===== src/lru_pkg.sv =====
// shared constants, types and state codes for the lru page replacement block
`default_nettype none

package lru_pkg;

  localparam int FRAMES    = 16;
  localparam int PAGE_BITS = 16;

  localparam int IDX_W   = (FRAMES > 1) ? $clog2(FRAMES) : 1;
  localparam int CNT_W   = $clog2(FRAMES + 1);
  localparam int CFG_W   = 5;
  localparam int FAULT_W = 16;

  typedef logic [IDX_W-1:0]     idx_t;
  typedef logic [CNT_W-1:0]     cnt_t;
  typedef logic [PAGE_BITS-1:0] page_t;
  typedef logic [FAULT_W-1:0]   fault_t;
  typedef logic [CFG_W-1:0]     cfg_t;

  localparam idx_t   RANK_MAX  = idx_t'(FRAMES - 1);
  localparam fault_t FAULT_MAX = '1;
  localparam cfg_t   CFG_RESET = cfg_t'(16);

  // search record handed from frame to frame along the chain
  typedef struct packed {
    logic  valid;
    page_t page;
    logic  found;
    idx_t  hit_idx;
    idx_t  hit_rank;
    idx_t  best_rank;
    idx_t  best_idx;
    page_t best_page;
  } probe_t;

  // recency and content update broadcast to every frame
  typedef struct packed {
    logic  valid;
    logic  clear;
    logic  fill;
    logic  wr;
    idx_t  slot;
    idx_t  old_rank;
    page_t page;
  } upd_t;

  typedef enum logic [2:0] {
    ST_IDLE = 3'b001,
    ST_SCAN = 3'b010,
    ST_DONE = 3'b100
  } state_e;

endpackage

`default_nettype wire


===== src/lru_cell.sv =====
// one page frame: holds a page and its age, checks the passing search record
`default_nettype none

module lru_cell (
  input  wire                  clk_i,
  input  wire                  rst_ni,
  input  wire lru_pkg::idx_t   cell_idx_i,
  input  wire lru_pkg::cnt_t   active_i,
  input  wire lru_pkg::probe_t probe_i,
  output lru_pkg::probe_t      probe_o,
  input  wire lru_pkg::upd_t   upd_i
);

  lru_pkg::page_t  page_q, page_d;
  lru_pkg::idx_t   rank_q, rank_d;
  lru_pkg::probe_t probe_q, probe_d;
  logic            in_range;
  logic            is_slot;

  assign in_range = lru_pkg::cnt_t'(cell_idx_i) < active_i;
  assign is_slot  = cell_idx_i == upd_i.slot;

  always_comb begin
    probe_d = probe_i;
    if (probe_i.valid && in_range) begin
      if (!probe_i.found && page_q == probe_i.page) begin
        probe_d.found    = 1'b1;
        probe_d.hit_idx  = cell_idx_i;
        probe_d.hit_rank = rank_q;
      end
      // lowest frame always seeds the victim so an all-young set picks frame zero
      if (cell_idx_i == '0 || rank_q > probe_i.best_rank) begin
        probe_d.best_rank = rank_q;
        probe_d.best_idx  = cell_idx_i;
        probe_d.best_page = page_q;
      end
    end
  end

  always_comb begin
    rank_d = rank_q;
    page_d = page_q;
    if (upd_i.valid) begin
      if (upd_i.clear) begin
        rank_d = '0;
      end else begin
        if (upd_i.fill) begin
          if (in_range && rank_q != lru_pkg::RANK_MAX) begin
            rank_d = rank_q + 1'b1;
          end
        end else if (in_range && !is_slot && rank_q < upd_i.old_rank &&
                     rank_q != lru_pkg::RANK_MAX) begin
          rank_d = rank_q + 1'b1;
        end
        if (is_slot) begin
          rank_d = '0;
          if (upd_i.wr) begin
            page_d = upd_i.page;
          end
        end
      end
    end
  end

  always_ff @(posedge clk_i or negedge rst_ni) begin
    if (!rst_ni) begin
      rank_q  <= '0;
      probe_q <= '0;
    end else begin
      rank_q  <= rank_d;
      probe_q <= probe_d;
    end
  end

  always_ff @(posedge clk_i) begin
    page_q <= page_d;
  end

  assign probe_o = probe_q;

endmodule

`default_nettype wire


===== src/lru_page_replacement.sv =====
// lru page replacement: a search record walks the frame chain, registered at each frame
// the record passes each frame's register into rec_q; the result is registered on finish
// a new request is taken only in ST_IDLE, once the previous result has been registered
// a waiting result does not stall the next request's walk through the chain
// reset: async active low, clears ages, fill and fault counts, frames_in_use to 16
// frame pages are not cleared; only filled frames are ever compared
`default_nettype none

module lru_page_replacement (
  input  wire        clk_i,
  input  wire        rst_ni,
  input  wire        cfg_we_i,
  input  wire [4:0]  cfg_wdata_i,
  input  wire        in_valid_i,
  output logic       in_ready_o,
  input  wire [15:0] page_number_i,
  input  wire        last_reference_i,
  output logic       out_valid_o,
  input  wire        out_ready_i,
  output logic       hit_o,
  output logic [3:0] frame_index_o,
  output logic       evicted_valid_o,
  output logic [15:0] evicted_page_o,
  output logic [15:0] fault_count_o
);

  lru_pkg::state_e state_q, state_d;
  lru_pkg::cfg_t   cfg_q;
  lru_pkg::cnt_t   filled_q, filled_d;
  lru_pkg::fault_t faults_q, faults_d;
  lru_pkg::page_t  page_q;
  logic            last_q;
  lru_pkg::probe_t rec_q;

  logic            out_valid_q;
  logic            hit_q;
  logic [3:0]      frame_idx_q;
  logic            evv_q;
  logic [15:0]     evp_q;
  lru_pkg::fault_t fault_cnt_q;

  lru_pkg::cnt_t   limit;
  lru_pkg::cnt_t   active;
  logic            accept;
  logic            finish;
  logic            has_room;
  logic            evict;
  lru_pkg::idx_t   slot;
  lru_pkg::fault_t faults_inc;
  lru_pkg::upd_t   upd;
  lru_pkg::probe_t chain [lru_pkg::FRAMES+1];

  always_comb begin
    if (cfg_q == '0) begin
      limit = lru_pkg::cnt_t'(1);
    end else if (int'(cfg_q) > lru_pkg::FRAMES) begin
      limit = lru_pkg::cnt_t'(lru_pkg::FRAMES);
    end else begin
      limit = lru_pkg::cnt_t'(cfg_q);
    end
  end

  assign active = (filled_q < limit) ? filled_q : limit;

  assign in_ready_o = state_q == lru_pkg::ST_IDLE;
  assign accept     = in_valid_i && in_ready_o;
  assign finish     = (state_q == lru_pkg::ST_DONE) && (!out_valid_q || out_ready_i);

  always_comb begin
    chain[0]         = '0;
    chain[0].valid   = accept;
    chain[0].page    = lru_pkg::page_t'(page_number_i);
  end

  for (genvar g = 0; g < lru_pkg::FRAMES; g++) begin : g_frame
    lru_cell u_frame (
      .clk_i      (clk_i),
      .rst_ni     (rst_ni),
      .cell_idx_i (lru_pkg::idx_t'(g)),
      .active_i   (active),
      .probe_i    (chain[g]),
      .probe_o    (chain[g+1]),
      .upd_i      (upd)
    );
  end

  // outcome of the finished search
  assign has_room   = filled_q < limit;
  assign evict      = !rec_q.found && !has_room;
  assign faults_inc = (faults_q == lru_pkg::FAULT_MAX) ? faults_q : faults_q + 1'b1;

  always_comb begin
    if (rec_q.found) begin
      slot = rec_q.hit_idx;
    end else if (has_room) begin
      slot = lru_pkg::idx_t'(filled_q);
    end else begin
      slot = rec_q.best_idx;
    end
  end

  always_comb begin
    upd          = '0;
    upd.valid    = finish;
    upd.clear    = last_q;
    upd.fill     = !rec_q.found && has_room;
    upd.wr       = !rec_q.found;
    upd.slot     = slot;
    upd.old_rank = rec_q.found ? rec_q.hit_rank : rec_q.best_rank;
    upd.page     = page_q;
  end

  always_comb begin
    filled_d = filled_q;
    faults_d = faults_q;
    if (finish) begin
      if (last_q) begin
        filled_d = '0;
        faults_d = '0;
      end else if (!rec_q.found) begin
        faults_d = faults_inc;
        if (has_room) begin
          filled_d = filled_q + 1'b1;
        end
      end
    end
  end

  always_comb begin
    state_d = state_q;
    case (state_q)
      lru_pkg::ST_IDLE: begin
        if (accept) begin
          state_d = lru_pkg::ST_SCAN;
        end
      end
      lru_pkg::ST_SCAN: begin
        if (chain[lru_pkg::FRAMES].valid) begin
          state_d = lru_pkg::ST_DONE;
        end
      end
      lru_pkg::ST_DONE: begin
        if (finish) begin
          state_d = lru_pkg::ST_IDLE;
        end
      end
      default: state_d = lru_pkg::ST_IDLE;
    endcase
  end

  always_ff @(posedge clk_i or negedge rst_ni) begin
    if (!rst_ni) begin
      state_q     <= lru_pkg::ST_IDLE;
      cfg_q       <= lru_pkg::CFG_RESET;
      filled_q    <= '0;
      faults_q    <= '0;
      out_valid_q <= 1'b0;
    end else begin
      state_q  <= state_d;
      filled_q <= filled_d;
      faults_q <= faults_d;
      if (cfg_we_i) begin
        cfg_q <= cfg_wdata_i;
      end
      if (finish) begin
        out_valid_q <= 1'b1;
      end else if (out_ready_i) begin
        out_valid_q <= 1'b0;
      end
    end
  end

  always_ff @(posedge clk_i) begin
    if (accept) begin
      page_q <= lru_pkg::page_t'(page_number_i);
      last_q <= last_reference_i;
    end
    if (state_q == lru_pkg::ST_SCAN && chain[lru_pkg::FRAMES].valid) begin
      rec_q <= chain[lru_pkg::FRAMES];
    end
    if (finish) begin
      hit_q       <= rec_q.found;
      frame_idx_q <= 4'(slot);
      evv_q       <= evict;
      evp_q       <= evict ? 16'(rec_q.best_page) : '0;
      fault_cnt_q <= rec_q.found ? faults_q : faults_inc;
    end
  end

  assign out_valid_o     = out_valid_q;
  assign hit_o           = hit_q;
  assign frame_index_o   = frame_idx_q;
  assign evicted_valid_o = evv_q;
  assign evicted_page_o  = evp_q;
  assign fault_count_o   = fault_cnt_q;

`ifndef SYNTHESIS
  a_state_onehot : assert property (@(posedge clk_i) disable iff (!rst_ni)
    $onehot(state_q))
    else $error("controller state not one-hot");

  a_filled_bound : assert property (@(posedge clk_i) disable iff (!rst_ni)
    filled_q <= lru_pkg::cnt_t'(lru_pkg::FRAMES))
    else $error("fill count beyond frame count");

  a_probe_in_scan : assert property (@(posedge clk_i) disable iff (!rst_ni)
    chain[lru_pkg::FRAMES].valid |-> state_q == lru_pkg::ST_SCAN)
    else $error("search record left the chain outside a scan");

  a_evict_on_miss : assert property (@(posedge clk_i) disable iff (!rst_ni)
    finish && evict |-> !rec_q.found && filled_q >= limit)
    else $error("eviction without a full miss");

  a_no_fill_when_full : assert property (@(posedge clk_i) disable iff (!rst_ni)
    finish && upd.fill && !last_q |=> filled_q == $past(filled_q) + 1'b1)
    else $error("fill did not advance the fill count");
`endif

endmodule

`default_nettype wire

===== config.mk =====
export PLATFORM = sky130hd
export DESIGN_NAME = lru_page_replacement
export DESIGN_NICKNAME = d
export VERILOG_FILES = /design/src/lru_pkg.sv /design/src/lru_cell.sv /design/src/lru_page_replacement.sv
export SDC_FILE = /design/constraint.sdc
export NUM_CORES = 1
export LEC_CHECK = 0
export BUFFER_PORTS_ARGS = -buffer_cell sky130_fd_sc_hd__buf_2
export CAP_MARGIN = 40
export CELL_PAD_IN_SITES_DETAIL_PLACEMENT = 2
export CELL_PAD_IN_SITES_GLOBAL_PLACEMENT = 2
export CORE_MARGIN = 1.5
export CORE_UTILIZATION = 42
export CTS_CLUSTER_DIAMETER = 60
export DETAILED_ROUTE_END_ITERATION = 7
export PLACE_DENSITY_LB_ADDON = 0.1
export SKIP_CTS_REPAIR_TIMING = 1
export SLEW_MARGIN = 15
export SYNTH_ARGS = -nofsm -noshare
export SYNTH_HDL_FRONTEND = slang
export SYNTH_SLANG_ARGS = --single-unit

===== constraint.sdc =====
create_clock -name clk_i -period 3.8 [get_ports clk_i]
set_clock_uncertainty 0.15 [all_clocks]
set_input_delay 0.19 -clock clk_i [delete_from_list [all_inputs] [get_ports clk_i]]
set_output_delay 0.19 -clock clk_i [all_outputs]
set_load 0.05 [all_outputs]

==> impl_metrics.json, run 1 <==
{
  "status": "completed",
  "max-cap-violations": 0,
  "synth_area_in_adders_pct": 3.52,
  "fin_area_mm2": 0.0548,
  "min_period_over_period_pct": 98.3,
  "register_bit_total_from_synthesis": 1192,
  "multiInputGateArea_mm2": 0.0140,
  "power.total_mw": 27.3,
  "drc": 0,
  "dpl.cell_count": 4700,
  "grt_pass1_vias": 30689,
  "synth_top_cell_area_share_pct": 45.8,
  "synth-main-ff-cell": "sky130_fd_sc_hd__dfrtp_1",
  "detailed_place.area_mm2": 0.0496,
  "filler_free_cell_count_of_the_finished_design": 5007,
  "timing.critical_path.cells": "inv_1, ha_1, a41oi_2, o21ai_2, a21o_1, buf_4, a221oi_2, o21ai_0, o2111ai_2, buf_12, mux2_2",
  "die_outline_area_mm2": 0.112,
  "grt_antenna_before_repair": 10,
  "layout-area-overhead-vs-synth_pct": 18.5,
  "netlist_instances": 3171,
  "detail-route-antenna-nets": 0,
  "globalplace.congestion": 0.856,
  "yosysTopAreaCell": "sky130_fd_sc_hd__dfrtp_1",
  "netSwitchingPower_mw": 6.00,
  "synthSimpleGateAreaFrac_pct": 7.35,
  "fin_tns_setup_ns": 0,
  "synth.most_common_cell": "sky130_fd_sc_hd__dfrtp_1",
  "route.vias.total": 26258,
  "ys.warnings.count": 0,
  "whs_path_depth": 2,
  "ir_drop_uv": 417,
  "avgViaCountPerCell": 5.24,
  "sw_frac_of_total_pct": 22.0,
  "finalHoldViolCount": 0,
  "cts-buffers-inserted": 137,
  "die_width_um": 335,
  "wl_um": 123000,
  "yosysUniqueCellTypes": 86,
  "insertion_delay_ns": 0.74,
  "grt_start_max_net_pins": 100,
  "first_pass_grt_wire_length_um": 190000,
  "worst_path_max_delay_cell": "sky130_fd_sc_hd__dfstp_2",
  "clock_power_share_pct": 48.0,
  "worst-r2r-cell-count": 11,
  "layout.core_utilization_pct": 50.3,
  "cts_max_path_buffers": 3,
  "grt_setup_unrepaired": "true",
  "setup_viol": 0,
  "regToRegStartpoint": "cfg_q[4]$_DFFE_PN1P_",
  "worst_setup_path_end_kind": "register",
  "floorplan.die.height_um": 335,
  "drt-wirelength-per-cell_um": 24.6,
  "clockRootBuffer": "sky130_fd_sc_hd__clkbuf_16",
  "pin_count": 67,
  "power.share.combinational_pct": 2.9,
  "tritoncts": "done",
  "main_combinational_cell_family_by_area_after_synthesis": "multiplexers",
  "antenna_cells": 0,
  "pwrdens_mw_per_mm2": 497,
  "synth_sequential_area_ratio_pct": 68.2,
  "cp.arrival_ns": 4.19,
  "sequential_cell_area_mm2": 0.0316,
  "net_count_after_synthesis": 3328,
  "grt_overflow": 0,
  "gr-usage-all-layers_pct": 22.4,
  "internal_power_mw": 21.3,
  "sequentialPowerShare_pct": 49.1,
  "max_slew_margin_pct": 44.0,
  "drt_first_pass_iters": 5,
  "synth_mux_area_share_pct": 8.79,
  "detailedPlacementHpwl_um": 87000,
  "clkSlewWorstSetupHoldPaths_ns": 0.06,
  "cellLeakagePower_nw": 24.3,
  "r2r_setup_slack_ns": 0.06,
  "core_area_mm2": 0.109,
  "hold_path_class": "in2reg",
  "synth_compound_area_share_pct": 5.13,
  "hold_end": "page_q[8]$_DFFE_PP_",
  "final_net_count": 3637,
  "regToRegEndpoint": "g_frame[12].u_frame.probe_o[5]$_DFF_PN0_",
  "hp-start": "page_number_i[8]",
  "yosys.area_share.xor_xnor_pct": 5.13,
  "tightest_slew_ns": 0.839,
  "criticalPathCategory": "reg2reg",
  "period_minus_slack_ns": 3.74,
  "critical_path.max_stage_delay_ns": 0.54,
  "cts_num_sinks": 1192,
  "synthTopCellsByCount": "sky130_fd_sc_hd__dfrtp_1, sky130_fd_sc_hd__edfxtp_1, sky130_fd_sc_hd__mux2_2, sky130_fd_sc_hd__xnor2_1, sky130_fd_sc_hd__ha_1",
  "post_synth_main_area_contributors": "sky130_fd_sc_hd__dfrtp_1, sky130_fd_sc_hd__edfxtp_1, sky130_fd_sc_hd__mux2_2, sky130_fd_sc_hd__xnor2_1, sky130_fd_sc_hd__ha_1",
  "syn_avg_cell_area_um2": 14.6,
  "critPathBufInv": 3,
  "critical-path-top-delay-family": "compound AO/OA/AOI/OAI gates",
  "cts-htree-levels": 4,
  "placementRows": 121,
  "async_flop_share_pct": 71.1,
  "max_freq_mhz": 268,
  "critical_path_required_ns": 4.26,
  "start_util_pct": 42.4,
  "post_route_cells_drive_above_1_share_pct": 24.1,
  "drt_iter0_markers": 1005,
  "maxSlewViolCount": 0,
  "numPortBuffers": 66,
  "syn_area_mm2": 0.0463,
  "n_fill_cell": 9956,
  "timing.critical_path.from_type": "register",
  "synth_edf_count": 344,
  "worst-path-max-fanout": 25
}
stage by stage:
| stage | hold WS, ns | worst slack, ns |
|---|---|---|
| 6_report | 0.0520 | 0.0634 |
| 3_5_place_dp | 0.142 | -0.153 |
| 4_1_cts | -0.675 | -0.172 |
| 3_3_place_gp | 0.122 | 0.0767 |
| 2_1_floorplan | -0.256 | -0.0839 |
| 5_1_grt | 0.0162 | -0.0333 |
worst reg2reg max path, delay by kind of cell, from the launching register on:
family	cells	cell delay, ns
flip-flops	1	0.54
AO/OA/AOI/OAI	6	1.69
multiplexers	1	0.38
buffers and inverters	3	0.49
adder cells (fa/ha/maj)	1	0.36
placed cells by master (no fill, tap or decap), types with 47 or more instances in the layout:
master                      instances
sky130_fd_sc_hd__nand2b_1          50
sky130_fd_sc_hd__buf_4            100
sky130_fd_sc_hd__edfxtp_1         344
sky130_fd_sc_hd__o21ai_0          128
sky130_fd_sc_hd__nand4_1           75
sky130_fd_sc_hd__clkbuf_16        140
sky130_fd_sc_hd__nor2_1            93
sky130_fd_sc_hd__buf_2             65
sky130_fd_sc_hd__dfrtp_1          846
sky130_fd_sc_hd__xnor2_1          223
sky130_fd_sc_hd__ha_1             130
sky130_fd_sc_hd__nand2_1          122
sky130_fd_sc_hd__nand3_1           48
sky130_fd_sc_hd__a21oi_1           82
sky130_fd_sc_hd__inv_1            113
sky130_fd_sc_hd__mux2_2           331
sky130_fd_sc_hd__or2_2             47
sky130_fd_sc_hd__xor2_1            48
per-layer routing:
| layer | routed length [um] | global-route usage, % | part of all wire [%] | vias to the layer above |
|---|---|---|---|---|
| met2 | 64800 | 40.4 | 53 | 414 |
| met1 | 50600 | 27.2 | 41 | 13773 |
| met5 | 21 | 0 | 0.017 | - |
| met4 | 3970 | 7.98 | 3.2 | 4 |
| li1 | - | - | - | 11833 |
| met3 | 3610 | 3.21 | 2.9 | 234 |
final cells by class:
class	instances	share of cell area (%)
clock buffers	199	7.05
inverters	114	0.783
clock inverters	53	1.17
flip-flops and latches	1192	57.6
repair buffers	263	4.63
well taps	1414	3.23
multi-input cells	1772	25.6
worst max path at each step:
stage / from / to / slack [ns] / depth (start not counted)
3_5_place_dp: cfg_q[4]$_DFFE_PN1P_ / g_frame[0].u_frame.page_q[8]$_DFFE_PP_ / -0.15 / 11
4_1_cts: cfg_q[4]$_DFFE_PN1P_ / g_frame[0].u_frame.page_q[3]$_DFFE_PP_ / -0.17 / 11
2_1_floorplan: cfg_q[4]$_DFFE_PN1P_ / g_frame[12].u_frame.page_q[0]$_DFFE_PP_ / -0.08 / 11
3_3_place_gp: cfg_q[4]$_DFFE_PN1P_ / g_frame[12].u_frame.page_q[8]$_DFFE_PP_ / 0.08 / 12
5_1_grt: cfg_q[4]$_DFFE_PN1P_ / g_frame[14].u_frame.probe_o[12]$_DFF_PN0_ / -0.03 / 12
6_report: cfg_q[4]$_DFFE_PN1P_ / g_frame[12].u_frame.probe_o[5]$_DFF_PN0_ / 0.06 / 11
logic make-up (layout without fill, tap and decap cells):
| family | count (synthesis) | in the layout |
|---|---|---|
| AND/OR/NAND/NOR | 638 | 638 |
| flip-flops | 1192 | 1192 |
| XOR/XNOR | 271 | 271 |
| adder cells (fa/ha/maj) | 130 | 130 |
| AO/OA/AOI/OAI | 369 | 369 |
| multiplexers | 364 | 364 |
| buffers and inverters | 207 | 629 |
registers in the layout, summed over array words and instances, names as in the netlist, 5 cells and up:
register,count
evicted_page_o,16
filled_q,5
g_frame.u_frame.page_q,256
g_frame.u_frame.probe_o,754
rec_q,33
page_q,16
fault_count_o,16
faults_q,16
cfg_q,5
g_frame.u_frame.rank_q,64
power groups by stage:
stage	sequential [mW]	clock [mW]	combinational (mW)
global placement	13.6	0	0.716
detailed placement	13.6	0	0.743
finish	13.4	13.1	0.785
CTS	13.4	13.4	0.750
global route	13.4	13.9	0.858
floorplan	13.6	0	0.298
(Power assumes the default switching activity.)
==> run 2: changes to the inputs <==
- SETUP_SLACK_MARGIN: not set -> 0.2
==> run 2 against run 1 <==
Against the previous run: die area stayed put; global-route usage is 0.089 points lower; first-iteration DRC count rose by 25%; critical path depth is 3 higher; via count is 0.10% higher; critical path type unchanged; critical endpoint is now g_frame[1].u_frame.rank_q[3]$_DFFE_PN0P_.
==> impl_metrics.json, run 2 (synthesis results as in run 1) <==
{
  "cts_num_sinks": 1192,
  "drt-wirelength-per-cell_um": 24.7,
  "max_freq_mhz": 278,
  "netSwitchingPower_mw": 5.99,
  "die_outline_area_mm2": 0.112,
  "min_period_over_period_pct": 94.8,
  "worst_setup_path_end_kind": "register",
  "criticalPathCategory": "reg2reg",
  "placementRows": 121,
  "worst-path-stages": 14,
  "detailedPlace.worstSlack_ns": -0.116,
  "start_util_pct": 42.4,
  "core_area_mm2": 0.109,
  "floorplan.die.height_um": 335,
  "route.vias.total": 26285,
  "post_route_cells_drive_above_1_share_pct": 25.6,
  "cts-buffers-inserted": 138,
  "grt_antenna_before_repair": 2,
  "drt_first_pass_iters": 5,
  "clockRootBuffer": "sky130_fd_sc_hd__clkbuf_16",
  "cellLeakagePower_nw": 24.5,
  "critical_path.max_stage_delay_ns": 0.56,
  "die_width_um": 335,
  "worst-r2r-cell-count": 14,
  "max-cap-violations": 0,
  "layout.core_utilization_pct": 50.9,
  "ir_drop_uv": 399,
  "drt_iter0_markers": 1253,
  "cts-htree-levels": 4,
  "grt_pass1_vias": 30425,
  "fin_area_mm2": 0.0555,
  "grt_start_max_net_pins": 98,
  "cp.arrival_ns": 4.06,
  "power.share.combinational_pct": 3.0,
  "tightest_slew_ns": 0.905,
  "detail-route-antenna-nets": 0,
  "avgViaCountPerCell": 5.23,
  "tritoncts": "done",
  "critical-path-top-delay-family": "compound AO/OA/AOI/OAI gates",
  "detailedPlacementHpwl_um": 87100,
  "critical_path_required_ns": 4.25,
  "finalHoldViolCount": 0,
  "clock_power_share_pct": 48.8,
  "max_slew_margin_pct": 39.1,
  "globalplace.congestion": 0.814,
  "hold_path_class": "in2reg",
  "grt_setup_unrepaired": "true",
  "r2r_setup_slack_ns": 0.20,
  "gr-usage-all-layers_pct": 22.3,
  "fin_tns_setup_ns": 0,
  "drc": 0,
  "layout-area-overhead-vs-synth_pct": 20.0,
  "pin_count": 67,
  "wl_um": 124000,
  "sequentialPowerShare_pct": 48.2,
  "pwrdens_mw_per_mm2": 501,
  "clkSlewWorstSetupHoldPaths_ns": 0.06,
  "critPathBufInv": 5,
  "status": "completed",
  "worst_hold_slack_ns": 0.0310,
  "sw_frac_of_total_pct": 21.6,
  "maxSlewViolCount": 0,
  "timing.critical_path.cells": "buf_6, nor2b_1, inv_1, ha_1, and4_4, a21o_4, buf_4, a21oi_1, buf_4, a32o_2, buf_4, a21oi_2, o211a_1, a211o_1",
  "detailed_place.area_mm2": 0.0496,
  "worst-path-max-fanout": 9,
  "filler_free_cell_count_of_the_finished_design": 5027,
  "dpl.cell_count": 4698,
  "final_net_count": 3656,
  "layout.cells.most_common": "sky130_fd_sc_hd__dfrtp_1",
  "worst_path_max_delay_cell": "sky130_fd_sc_hd__dfstp_2",
  "first_pass_grt_wire_length_um": 189000,
  "mostFrequentLayoutCells": "sky130_fd_sc_hd__dfrtp_1, sky130_fd_sc_hd__edfxtp_1, sky130_fd_sc_hd__mux2_2",
  "cts_max_path_buffers": 3,
  "grt_overflow": 0,
  "whs_path_depth": 2,
  "period_minus_slack_ns": 3.60,
  "timing.critical_path.from_type": "register",
  "numPortBuffers": 66,
  "internal_power_mw": 21.8,
  "crit_top_cell": "sky130_fd_sc_hd__buf_4",
  "timing.final.ws_setup_ns": 0.198,
  "power.total_mw": 27.8,
  "setup_viol": 0,
  "insertion_delay_ns": 0.74,
  "largest_register_ffs": 754
}
run 2: changes by cell type in the layout (fill, tap and decap cells not counted), moves of 6 or more:
cell                         change
sky130_fd_sc_hd__inv_6           -6
sky130_fd_sc_hd__clkbuf_1       -14
sky130_fd_sc_hd__buf_4           +7
sky130_fd_sc_hd__nor2_1         -10
sky130_fd_sc_hd__clkinvlp_4      +7
sky130_fd_sc_hd__clkinv_1        +6
sky130_fd_sc_hd__clkbuf_8        +7
run 2: power by group through the flow:
stage          clock [mW]  sequential [mW]  combinational [mW]
2_1_floorplan           0             13.6               0.298
3_3_place_gp            0             13.6               0.714
3_5_place_dp            0             13.6               0.745
4_1_cts              13.9             13.4               0.752
5_1_grt              14.4             13.4               0.914
6_report             13.6             13.4               0.840
run 2: worst paths after layout:
path | start | endpoint
max | cfg_q[4]$_DFFE_PN1P_ | g_frame[1].u_frame.rank_q[3]$_DFFE_PN0P_
min | page_number_i[15] | g_frame[0].u_frame.probe_o[48]$_DFF_PN0_
max reg2reg | cfg_q[4]$_DFFE_PN1P_ | g_frame[1].u_frame.rank_q[3]$_DFFE_PN0P_
min reg2reg | g_frame[5].u_frame.probe_o[49]$_DFF_PN0_ | g_frame[6].u_frame.probe_o[49]$_DFF_PN0_
max in group asynchronous | rst_ni | faults_q[5]$_DFFE_PN0P_
min in group asynchronous | rst_ni | g_frame[14].u_frame.probe_o[30]$_DFF_PN0_
run 2: layer usage:
metal	vias up	GRT usage, %	wire (um)	part of all wire (%)
met1	13798	27.5	51700	42
met5	-	0	0	0
met3	207	3.39	3610	2.9
met4	0	8.08	4110	3.3
met2	403	39.5	64900	52
li1	11877	-	-	-
run 2: worst register-to-register path, delay by kind of cell, from the launching register on:
kind | cells | cell delay, ns
and+or+nand+nor | 2 | 0.25
AOI/OAI and AO/OA | 6 | 1.44
DFF | 1 | 0.56
buffers and inverters | 5 | 0.82
adders and majority gates | 1 | 0.26
run 2: area by class of cell:
type | count | area [um2]
Antenna cell | 1 | 2.50
Clock buffer | 196 | 4010
Clock inverter | 57 | 683
Fill cell | 9968 | 53500
Inverter | 114 | 429
Multi-Input combinational cell | 1772 | 14300
Sequential cell | 1192 | 31600
Tap cell | 1414 | 1770
Timing Repair Buffer | 281 | 2730
